## src/sv/hsbl_pkg.sv

```systemverilog
// Shared types and constants for the serial byte link.
// No dependencies; used by the top level and the checker.
`timescale 1ns / 1ps
`default_nettype none

package hsbl_pkg;

    // Stream payload widths, padded to whole bytes
    localparam int IN_TDATA_W  = 16;
    localparam int OUT_TDATA_W = 24;
    localparam int BYTE_W      = 8;
    localparam int LEVEL_W     = 5;

    // Bit positions in the line level vector
    localparam int LVL_A    = 0;
    localparam int LVL_B    = 1;
    localparam int LVL_DATA = 2;
    localparam int LVL_ACK  = 3;

    // Role register codes
    localparam logic ROLE_SENDER   = 1'b0;
    localparam logic ROLE_RECEIVER = 1'b1;

    // Handshake phase
    typedef enum logic [2:0] {
        PH_IDLE    = 3'b001,
        PH_WAIT_HI = 3'b010,
        PH_WAIT_LO = 3'b100
    } t_phase;

    // Input item
    typedef struct packed {
        logic [2:0]        pad;
        logic [BYTE_W-1:0] push_byte;
        logic              push_valid;
        logic              serial_in;
        logic              strobe_b_in;
        logic              strobe_a_in;
        logic              ack_in;
    } t_in_item;

    // Result item
    typedef struct packed {
        logic [4:0]         pad;
        logic               push_dropped;
        logic [LEVEL_W-1:0] tx_level;
        logic [BYTE_W-1:0]  rx_byte;
        logic               rx_valid;
        logic               ack_out;
        logic               serial_out;
        logic               strobe_b_out;
        logic               strobe_a_out;
    } t_out_item;

endpackage

`default_nettype wire

```

## src/sv/handshake_serial_byte_link.sv

```systemverilog
// Each accepted input yields one result in the output register. Throughput: one item
// per cycle unless the output stalls; the head byte of the transmit queue is prefetched
// from the queue memory every cycle, with write forwarding, so no item waits on the read.
// Reset: synchronous, active low; clears role, handshake state, queue pointers and output
// valid, not output data; queue memory is not cleared and needs no clearing pass.
// Depends on hsbl_pkg.
`timescale 1ns / 1ps
`default_nettype none

module handshake_serial_byte_link #(
    parameter int QUEUE_DEPTH   = 16,
    parameter int BITS_PER_BYTE = 8
) (
    input  wire logic                            i_clk,
    input  wire logic                            i_rst_n,
    // Input items
    input  wire logic                            s_axis_tvalid,
    output logic                                 s_axis_tready,
    // ack_in, strobe_a_in, strobe_b_in, serial_in, push_valid, push_byte[7:0], zeros
    input  wire logic [hsbl_pkg::IN_TDATA_W-1:0] s_axis_tdata,
    // Result items
    output logic                                 m_axis_tvalid,
    input  wire logic                            m_axis_tready,
    // strobe_a_out, strobe_b_out, serial_out, ack_out, rx_valid, rx_byte[7:0],
    // tx_level[4:0], push_dropped, zeros
    output logic [hsbl_pkg::OUT_TDATA_W-1:0]     m_axis_tdata,
    // Role register write
    input  wire logic                            i_cfg_valid,
    output logic                                 o_cfg_ready,
    input  wire logic                            i_cfg_data
);
    import hsbl_pkg::*;

    localparam int AW = (QUEUE_DEPTH > 1) ? $clog2(QUEUE_DEPTH) : 1;
    localparam int CW = $clog2(QUEUE_DEPTH + 1);
    localparam int SW = ((AW > CW) ? AW : CW) + 1;
    localparam logic [AW-1:0] HEAD_LAST  = AW'(QUEUE_DEPTH - 1);
    localparam logic [CW-1:0] COUNT_FULL = CW'(QUEUE_DEPTH);
    localparam logic [SW-1:0] DEPTH_S    = SW'(QUEUE_DEPTH);
    localparam logic [3:0]    BIT_LIMIT  = 4'(BITS_PER_BYTE);
    localparam logic [7:0]    BYTE_MASK  = 8'((16'd1 << BITS_PER_BYTE) - 16'd1);

    // Queue memory and its registered read port
    logic [BYTE_W-1:0] r_mem [QUEUE_DEPTH];
    logic [BYTE_W-1:0] r_rd;

    logic              r_role;
    t_phase            r_phase, n_phase;
    logic [3:0]        r_bc, n_bc;
    logic [7:0]        r_sr, n_sr;
    logic              r_use_a, n_use_a;
    logic [3:0]        r_lvl, n_lvl;
    logic [AW-1:0]     r_head, n_head;
    logic [CW-1:0]     r_count, n_count;
    logic              r_out_valid;
    t_out_item         r_out, n_out;

    t_in_item          in_item;
    logic              accept;
    logic              strobe;
    logic [7:0]        sr_src;
    logic [3:0]        bc_inc;
    logic              wr_en;
    logic [AW-1:0]     wr_addr;
    logic [AW-1:0]     rd_addr;
    logic [SW-1:0]     wr_sum;
    logic [CW-1:0]     link_count;
    logic [AW-1:0]     link_head;

    assign in_item       = t_in_item'(s_axis_tdata);
    assign s_axis_tready = !r_out_valid || m_axis_tready;
    assign accept        = s_axis_tvalid && s_axis_tready;
    assign o_cfg_ready   = 1'b1;
    assign m_axis_tvalid = r_out_valid;
    assign m_axis_tdata  = r_out;

    always_comb begin
        n_phase    = r_phase;
        n_bc       = r_bc;
        n_sr       = r_sr;
        n_use_a    = r_use_a;
        n_lvl      = r_lvl;
        link_head  = r_head;
        link_count = r_count;
        n_out      = '0;
        strobe     = r_use_a ? in_item.strobe_a_in : in_item.strobe_b_in;
        sr_src     = (r_bc == 4'd0) ? r_rd : r_sr;
        bc_inc     = r_bc + 4'd1;

        if (r_role == ROLE_SENDER) begin
            unique case (r_phase)
                PH_WAIT_HI: begin
                    if (in_item.ack_in) begin
                        n_lvl[LVL_A] = 1'b0;
                        n_lvl[LVL_B] = 1'b0;
                        n_phase      = PH_WAIT_LO;
                    end
                end
                PH_WAIT_LO: begin
                    if (!in_item.ack_in) begin
                        n_phase = PH_IDLE;
                    end
                end
                default: begin
                    if (r_count != '0) begin
                        n_lvl[LVL_DATA] = sr_src[BITS_PER_BYTE-1];
                        n_sr            = {sr_src[6:0], 1'b0};
                        if (r_use_a) begin
                            n_lvl[LVL_A] = 1'b1;
                        end else begin
                            n_lvl[LVL_B] = 1'b1;
                        end
                        n_phase = PH_WAIT_HI;
                        n_use_a = !r_use_a;
                        n_bc    = bc_inc;
                        // Retire the byte on its last strobe
                        if (bc_inc >= BIT_LIMIT) begin
                            link_head  = (r_head == HEAD_LAST) ? '0 : r_head + AW'(1);
                            link_count = r_count - CW'(1);
                            n_bc       = 4'd0;
                        end
                    end
                end
            endcase
        end else begin
            if (r_phase == PH_IDLE) begin
                if (strobe) begin
                    n_sr           = {r_sr[6:0], in_item.serial_in};
                    n_lvl[LVL_ACK] = 1'b1;
                    n_phase        = PH_WAIT_HI;
                    n_bc           = bc_inc;
                end
            end else if (!strobe) begin
                n_phase        = PH_IDLE;
                n_lvl[LVL_ACK] = 1'b0;
                n_use_a        = !r_use_a;
            end
            if (n_bc >= BIT_LIMIT) begin
                n_out.rx_valid = 1'b1;
                n_out.rx_byte  = n_sr & BYTE_MASK;
                n_sr           = 8'd0;
                n_bc           = 4'd0;
            end
        end

        // Append the push after the link logic
        n_head  = link_head;
        n_count = link_count;
        wr_sum  = SW'(link_head) + SW'(link_count);
        wr_addr = AW'((wr_sum >= DEPTH_S) ? wr_sum - DEPTH_S : wr_sum);
        wr_en   = 1'b0;
        if (in_item.push_valid) begin
            if (link_count < COUNT_FULL) begin
                wr_en   = accept;
                n_count = link_count + CW'(1);
            end else begin
                n_out.push_dropped = 1'b1;
            end
        end

        if (r_role == ROLE_SENDER) begin
            n_out.strobe_a_out = n_lvl[LVL_A];
            n_out.strobe_b_out = n_lvl[LVL_B];
            n_out.serial_out   = n_lvl[LVL_DATA];
        end else begin
            n_out.ack_out = n_lvl[LVL_ACK];
        end
        n_out.tx_level = LEVEL_W'({{LEVEL_W{1'b0}}, n_count});

        rd_addr = accept ? n_head : r_head;
    end

    // Queue memory: one write, one registered read; forward a same-address write
    always_ff @(posedge i_clk) begin
        if (wr_en) begin
            r_mem[wr_addr] <= in_item.push_byte;
        end
        if (wr_en && (wr_addr == rd_addr)) begin
            r_rd <= in_item.push_byte;
        end else begin
            r_rd <= r_mem[rd_addr];
        end
    end

    always_ff @(posedge i_clk) begin
        if (!i_rst_n) begin
            r_role      <= ROLE_SENDER;
            r_phase     <= PH_IDLE;
            r_bc        <= 4'd0;
            r_sr        <= 8'd0;
            r_use_a     <= 1'b1;
            r_lvl       <= 4'd0;
            r_head      <= '0;
            r_count     <= '0;
            r_out_valid <= 1'b0;
        end else begin
            if (i_cfg_valid && o_cfg_ready) begin
                r_role <= i_cfg_data;
            end
            if (accept) begin
                r_phase <= n_phase;
                r_bc    <= n_bc;
                r_sr    <= n_sr;
                r_use_a <= n_use_a;
                r_lvl   <= n_lvl;
                r_head  <= n_head;
                r_count <= n_count;
            end
            if (accept) begin
                r_out_valid <= 1'b1;
            end else if (m_axis_tready) begin
                r_out_valid <= 1'b0;
            end
        end
    end

    // Hold the result until its transfer
    always_ff @(posedge i_clk) begin
        if (accept) begin
            r_out <= n_out;
        end
    end

endmodule

`default_nettype wire

```

## config.mk

```make
export PLATFORM = sky130hd
export DESIGN_NAME = handshake_serial_byte_link
export DESIGN_NICKNAME = d
export VERILOG_FILES = /design/src/sv/hsbl_pkg.sv /design/src/sv/handshake_serial_byte_link.sv
export SDC_FILE = /design/constraint.sdc
export NUM_CORES = 1
export LEC_CHECK = 0
export BUFFER_PORTS_ARGS = -buffer_cell sky130_fd_sc_hd__buf_2
export CORE_MARGIN = 1
export CORE_UTILIZATION = 59
export CTS_CLUSTER_DIAMETER = 50
export DETAILED_ROUTE_END_ITERATION = 6
export GPL_TIMING_DRIVEN = 0
export HOLD_SLACK_MARGIN = 0.12
export PLACE_DENSITY = 0.78
export SYNTH_ARGS = -nofsm -noshare
export SYNTH_HDL_FRONTEND = slang
export SYNTH_SLANG_ARGS = --single-unit
```

## constraint.sdc

```tcl
create_clock -name i_clk -period 8.7 [get_ports i_clk]
set_input_delay 1.305 -clock i_clk [delete_from_list [all_inputs] [get_ports i_clk]]
set_output_delay 1.305 -clock i_clk [all_outputs]
set_load 0.1 [all_outputs]
```

==> metrics, run 1 <==
Post-Synthesis Cells=approximately 560; initial core utilization=0.6114; Final Cycle Share=0.5231; worst slack, placed=roughly 4.2 ns; Worst setup SP type=flop; detailed-router iteration count before antenna repair=5; GRT Max-Usage Layer=met2; post-synth cell types=67; unrepaired setup endpoints after global routing=no; register area=5115 sq um; Detail Placement HPWL=approximately 11000 um; initial antenna violation count=0; root buffer cell=clkbuf_16; Pleak=approximately 3.3 nW; cts repair resizes=0; Die Span Y=roughly 120 um; Post-CTS Setup Inserts=0; met1 Use GR=0.3427; Setup-failing EPs final=0; area of the die=approximately 14000 sq um; GR Util met3=0.05656; ys flop type=edfxtp_1; drt initial violations=approximately 600; WL final=~17000 um; routed len/inst=about 21 um; yosys warns=0; Period minus WS final=approximately 4.6 ns; n_diodes=0; Max Buffers Root-to-Sink=2; Post-Syn Area=8193 sq um; sequential area share after synthesis=0.6243; crit path kind=reg -> reg; Worst-path clk slew=around 0.070 ns; setup tns final=0 ns; Total GRT Usage=0.2599; share of cells above drive strength 1=0.2477; Num Clock Sinks=about 180; # port buffers=39; commonest non-fill, non-tap cell in the layout=edfxtp_1; Hold Crit Class=reg -> reg; WP data required=8.76 ns; Ports=around 50; power density over cell area=about 210 nW/um^2; CP max FO=10; DRT antenna net count=0; Clk Latency, worst-skew pair=0.44 ns; # nets final=between 600 and 700; via/cell ratio=6.242; Final Power=0.001982 W; outcome=finished clean; area of the multi-input gates=2846 sq um; Vias=approximately 5000; remaining global-route overflow=0; crit path capture type=flop; FILL cells=roughly 890; post-route worst setup slack=a little over 4 ns; syn_area_per_cell=between 10 and 15 sq um; Final Wtd Congestion=~0.8; DRC violations left=0; Max H-tree Level=4; Post-synth EDFFs=about 150; Final Hold Viols=0; core area=approximately 13000 sq um; most frequent cells in the layout=147 x edfxtp_1, 47 x buf_2, 40 x mux4_2; met2 Track Usage GR=0.4216; Fmax=~220 MHz; CP arrival=approximately 4.6 ns; VDD IR-drop max=approximately 0.19 mV; Layout area overhead=13.47%; row count=42; worst-margin pin slew=around 1.0 ns; CTS Buf Count=17; slew margin rel.=0.3256; flops & latches, synth=~180; Die Wd=between 100 and 150 um; hold buffers post-CTS=0; first-pass GRT wire length=around 27000 um; Post-Route Skew=roughly 0.015 ns; CTS tree=built; Final Max Tran Viols=0; post-layout util=0.6937; largest net degree at the start of global routing=29; vias in the first global route=between 4000 and 5000; max cap viols=0; Async SR Flop Fraction=0
## metrics by stage
stage | hold WS [ns] | cells | instance area [sq um]
3_5_place_dp | 0.5220 | 786 | 8665
3_3_place_gp | 0.4917 | 783 | 8623
4_1_cts | 0.5360 | 818 | 9295
5_1_grt | 0.5749 | 818 | 9296
2_1_floorplan | 0.4795 | 568 | 8208
6_report | 0.5398 | 818 | 9296
## report_power, final
part           switching (W)  internal, W
Clock               0.000370     0.000444
Sequential         0.0000104     0.000958
Combinational       0.000146    0.0000532
Total               0.000526      0.00146
## synth_stat cells (8+ instances only)
master    instances  area [sq um]
nor2b_1           8         50.05
nand3_1           9         45.04
inv_1            14         52.55
buf_2             8         40.04
and2_1            9         56.30
edfxtp_1        147          4414
xnor2_1          11         96.34
nor2_1           24         90.09
buf_4             9         67.56
clkbuf_1         21         78.83
mux4_2           40         900.9
mux2i_1          13         130.1
a21oi_1          37         185.2
dfxtp_1          35         700.7
o21ai_0          24         120.1
nand2_1          31         116.4
ha_1              8         100.1
nor3_1           15         75.07
## kinds of logic (layout without fill, tap and decap cells)
logic type / after synthesis / in the layout / share of synthesized area
XOR/XNOR: 18 / 18 / 0.02214
AND/OR/NAND/NOR: 142 / 142 / 0.09789
flip-flops: 182 / 182 / 0.6243
adder cells (fa/ha/maj): 8 / 8 / 0.01222
multiplexers: 57 / 57 / 0.1313
buffers and inverters: 55 / 129 / 0.03238
other: 2 / 6 / 0.0009167
AO/OA/AOI/OAI: 100 / 100 / 0.07881
## critical path, cell delays in order (launching register included)
cell and delay [ns]:
dfxtp_1 0.32, clkbuf_1 0.30, inv_1 0.12, ha_1 0.23
or4b_1 0.25, o2111ai_1 0.15, o21ai_0 0.37, and2_1 0.24
inv_1 0.06, ha_1 0.31, o21a_1 0.10, or2_2 0.27
or3_1 0.34, buf_2 0.16, buf_6 0.15, a21oi_1 0.80
## final cells by class
type                            count  area share
Tap cell                          176     0.02369
Multi-Input combinational cell    331      0.3062
Timing Repair Buffer               42     0.02342
Buffer                             41     0.02301
Clock buffer                       18     0.04616
Clock inverter                     14     0.02167
Inverter                           14    0.005653
Sequential cell                   182      0.5502
## registers in the layout (all words and copies together), names as in the netlist, named ones only
register       count
r_use_a            1
r_sr               8
r_mem            128
r_count            5
r_phase            3
r_bc               4
m_axis_tdata      19
r_head             4
m_axis_tvalid      1
r_role             1
r_lvl              4
## worst paths after layout
kind | cells past startpoint | end | slack (ns) | startpoint
setup / recovery | 15 | r_mem[6][2]$_DFFE_PP_ | 4.15 | r_count[1]$_SDFFE_PN0P_
setup reg to reg | 15 | r_mem[6][2]$_DFFE_PP_ | 4.15 | r_count[1]$_SDFFE_PN0P_
hold / removal | 2 | r_bc[2]$_SDFFE_PN0P_ | 0.54 | r_bc[2]$_SDFFE_PN0P_
hold reg to reg | 2 | r_bc[2]$_SDFFE_PN0P_ | 0.54 | r_bc[2]$_SDFFE_PN0P_
## metal layers
layer | part of all wire | routed length, um
met1 | 0.41 | 7128
met2 | 0.49 | 8516
met3 | 0.069 | 1190
met4 | 0.023 | 390
met5 | 0 | 0
Power figures use the tool's default switching activity.
==> run 2, diff against run 1 <==
--- a/config.mk
+++ b/config.mk
@@ -7,12 +7,12 @@
 export LEC_CHECK = 0
 export BUFFER_PORTS_ARGS = -buffer_cell sky130_fd_sc_hd__buf_2
 export CORE_MARGIN = 1
-export CORE_UTILIZATION = 59
+export CORE_UTILIZATION = 55
 export CTS_CLUSTER_DIAMETER = 50
 export DETAILED_ROUTE_END_ITERATION = 6
 export GPL_TIMING_DRIVEN = 0
 export HOLD_SLACK_MARGIN = 0.12
-export PLACE_DENSITY = 0.78
+export PLACE_DENSITY = 0.76
 export SYNTH_ARGS = -nofsm -noshare
 export SYNTH_HDL_FRONTEND = slang
 export SYNTH_SLANG_ARGS = --single-unit
==> constraint.sdc (replaced) <==
create_clock -name i_clk -period 4.1 [get_ports i_clk]
set_input_delay 0.615 -clock i_clk [delete_from_list [all_inputs] [get_ports i_clk]]
set_output_delay 0.615 -clock i_clk [all_outputs]
set_load 0.1 [all_outputs]
==> metrics, run 2 (synthesis gave the netlist of run 1 again) <==
Layout area overhead=16.25%; Hold Slack=0.4296 ns (-0.1101 ns); WP data required=4.25 ns (-4.51 ns); max cap viols=0 (unchanged); detailed-router iteration count before antenna repair=5 (unchanged); Setup-failing EPs final=0 (unchanged); worst setup path start=r_count[1]$_SDFFE_PN0P_; r2r setup slk=0.13 ns (-4.02 ns); Most flops, register=r_mem; Worst-path clk slew=0.07 ns (about the same); Die Wd=124.1 um (+3.5%); Worst path depth=15 (unchanged); most frequent cells in the layout=147 x edfxtp_1, 46 x buf_2, 40 x mux4_2; via/cell ratio=6.205 (-0.59%); Final Hold Viols=0 (unchanged); remaining global-route overflow=0 (unchanged); initial antenna violation count=0 (unchanged); largest net degree at the start of global routing=29 (unchanged); CTS tree=built; DRT antenna net count=0 (unchanged); CP bufs+invs=5 (unchanged); core area=14530 sq um (+8.5%); power density over cell area=427.2 nW/um^2 (+100%); commonest non-fill, non-tap cell in the layout=edfxtp_1; CP max FO=10 (unchanged); Fmax=251.7 MHz (+15%); worst-margin pin slew=0.8567 ns (-0.1549 ns); hold buffers post-CTS=0 (unchanged); crit path kind=reg -> reg; area of the die=15390 sq um (+7.1%); first-pass GRT wire length=27600 um (+1.2%); Max Buffers Root-to-Sink=2 (unchanged); Hold Crit Class=in -> reg; CP max-delay cell=or3_4; DRC violations left=0 (unchanged); Period minus WS final=3.974 ns (-0.5769 ns); max reg flops=128 (unchanged); Worst setup SP type=flop; # nets final=672 (+2.0%); row count=44 (+4.8%); CP peak stage delay=0.44 ns (-0.36 ns); Num Clock Sinks=182 (unchanged); root buffer cell=clkbuf_16; crit path capture=r_mem[1][2]$_DFFE_PP_; share of cells above drive strength 1=0.2901 (+0.04241); kind of cell adding the most delay to the critical path=simple AND/OR/NAND/NOR gates; CP arrival=4.13 ns (-0.48 ns); outcome=finished clean; vias in the first global route=4973 (+0.38%); Total GRT Usage=0.2500 (-0.009903); reg2reg end=r_mem[1][2]$_DFFE_PP_; n_diodes=0 (unchanged); WL final=18080 um (+4.9%); Final Max Tran Viols=0 (unchanged); R2R depth=15 (unchanged); Clk Latency, worst-skew pair=0.44 ns (about the same); initial core utilization=0.5637 (-0.04769); VDD IR-drop max=0.3205 mV (+65%); drt initial violations=548 (-7.1%); Vias=5206 (+2.0%); Final Wtd Congestion=0.8635 (+5.7%); Max H-tree Level=4 (unchanged); # port buffers=39 (unchanged); CTS Buf Count=17 (unchanged); critical-path cell list=inv_1, ha_1, or4b_4, o2111ai_2, or3_4, and2_1, inv_1, ha_1, o21a_1, or2_2, or3_1, buf_2, buf_6, a211oi_4, buf_12; Final Cycle Share=0.9692 (+0.4461); Post-Route Skew=0.01203 ns (-0.003111 ns); RR Startpoint=r_count[1]$_SDFFE_PN0P_; crit path capture type=flop; Die Span Y=124.1 um (+3.5%); slew margin rel.=0.4236 (+0.09798); Pleak=3.317 nW (+1.9%); Detail Placement HPWL=11530 um (+2.1%); Ports=49 (unchanged); Final Power=0.004069 W (+110%); routed len/inst=21.54 um (+2.3%)
-- run 2: cell count changes in the layout (fill, tap and decap cells not counted), moves of 4 or more --
cell,before,now
a21oi_4,0,4
a211oi_4,0,4
a21oi_1,37,33
a211oi_2,4,0
buf_4,12,24
-- run 2: worst register-to-register path, delay by kind of cell, from the launching register on --
family	cells	cell delay, ns
compound gates	3	0.62
fa+ha+maj	2	0.45
buf+inv	5	0.68
flops	1	0.41
simple gates	5	1.53
-- run 2: how the worst min path moves through the flow --
stage | cells past startpoint | slack (ns) | to | from
floorplan | 2 | 0.48 | r_lvl[1]$_SDFFE_PN0P_ | r_lvl[1]$_SDFFE_PN0P_
global placement | 2 | 0.49 | r_lvl[1]$_SDFFE_PN0P_ | r_lvl[1]$_SDFFE_PN0P_
detailed placement | 2 | 0.50 | r_lvl[1]$_SDFFE_PN0P_ | r_lvl[1]$_SDFFE_PN0P_
CTS | 3 | 0.42 | m_axis_tvalid$_SDFFE_PN0P_ | s_axis_tvalid
global route | 3 | 0.44 | r_role$_SDFFE_PN0P_ | i_cfg_data
finish | 3 | 0.43 | m_axis_tvalid$_SDFFE_PN0P_ | s_axis_tvalid
-- run 2: routing by layer --
metal	part of all wire	GRT usage	routed length [um]
met4	0.023	0.1004	424
met1	0.39	0.3173	7078
met5	0	0	0
met2	0.51	0.4123	9243
met3	0.074	0.06090	1331
-- run 2: power breakdown --
group / internal (W) / switching, W / leakage, nW / total [W]
Clock: 0.000805 / 0.000768 / 0.272 / 0.00157
Sequential: 0.00203 / 0.0000224 / 1.63 / 0.00206
Combinational: 0.000123 / 0.000317 / 1.42 / 0.000439
-- run 2: stage by stage --
stage | std cells | cell area (sq um) | worst slack, ns | utilization | TNS [ns]
2_1_floorplan | 568 | 8208 | 0.08956 | - | 0
3_3_place_gp | 791 | 8633 | -1.015 | 0.5940 | -38.84
3_5_place_dp | 794 | 8675 | -0.3755 | 0.5968 | -24.77
4_1_cts | 839 | 9482 | 0.02234 | 0.6524 | 0
5_1_grt | 839 | 9524 | -0.01176 | 0.6553 | -0.05704
6_report | 839 | 9524 | 0.1263 | 0.6553 | 0
-- run 2: area by class of cell --
cell class                      instances  area (sq um)
Clock buffer                           18         429.2
Sequential cell                       182          5117
Inverter                               14         52.55
Clock inverter                         14         136.4
Tap cell                              184         230.2
Buffer                                 40         214.0
Fill cell                            1018          5010
Multi-Input combinational cell        331          2984
Timing Repair Buffer                   56         360.3
-- run 2: what timing repair did --
item	4_1_cts	5_1_grt
gates resized for setup	19	14
endpoints found under the setup margin	100	128
pin swaps	6	3
buffers inserted	13	1
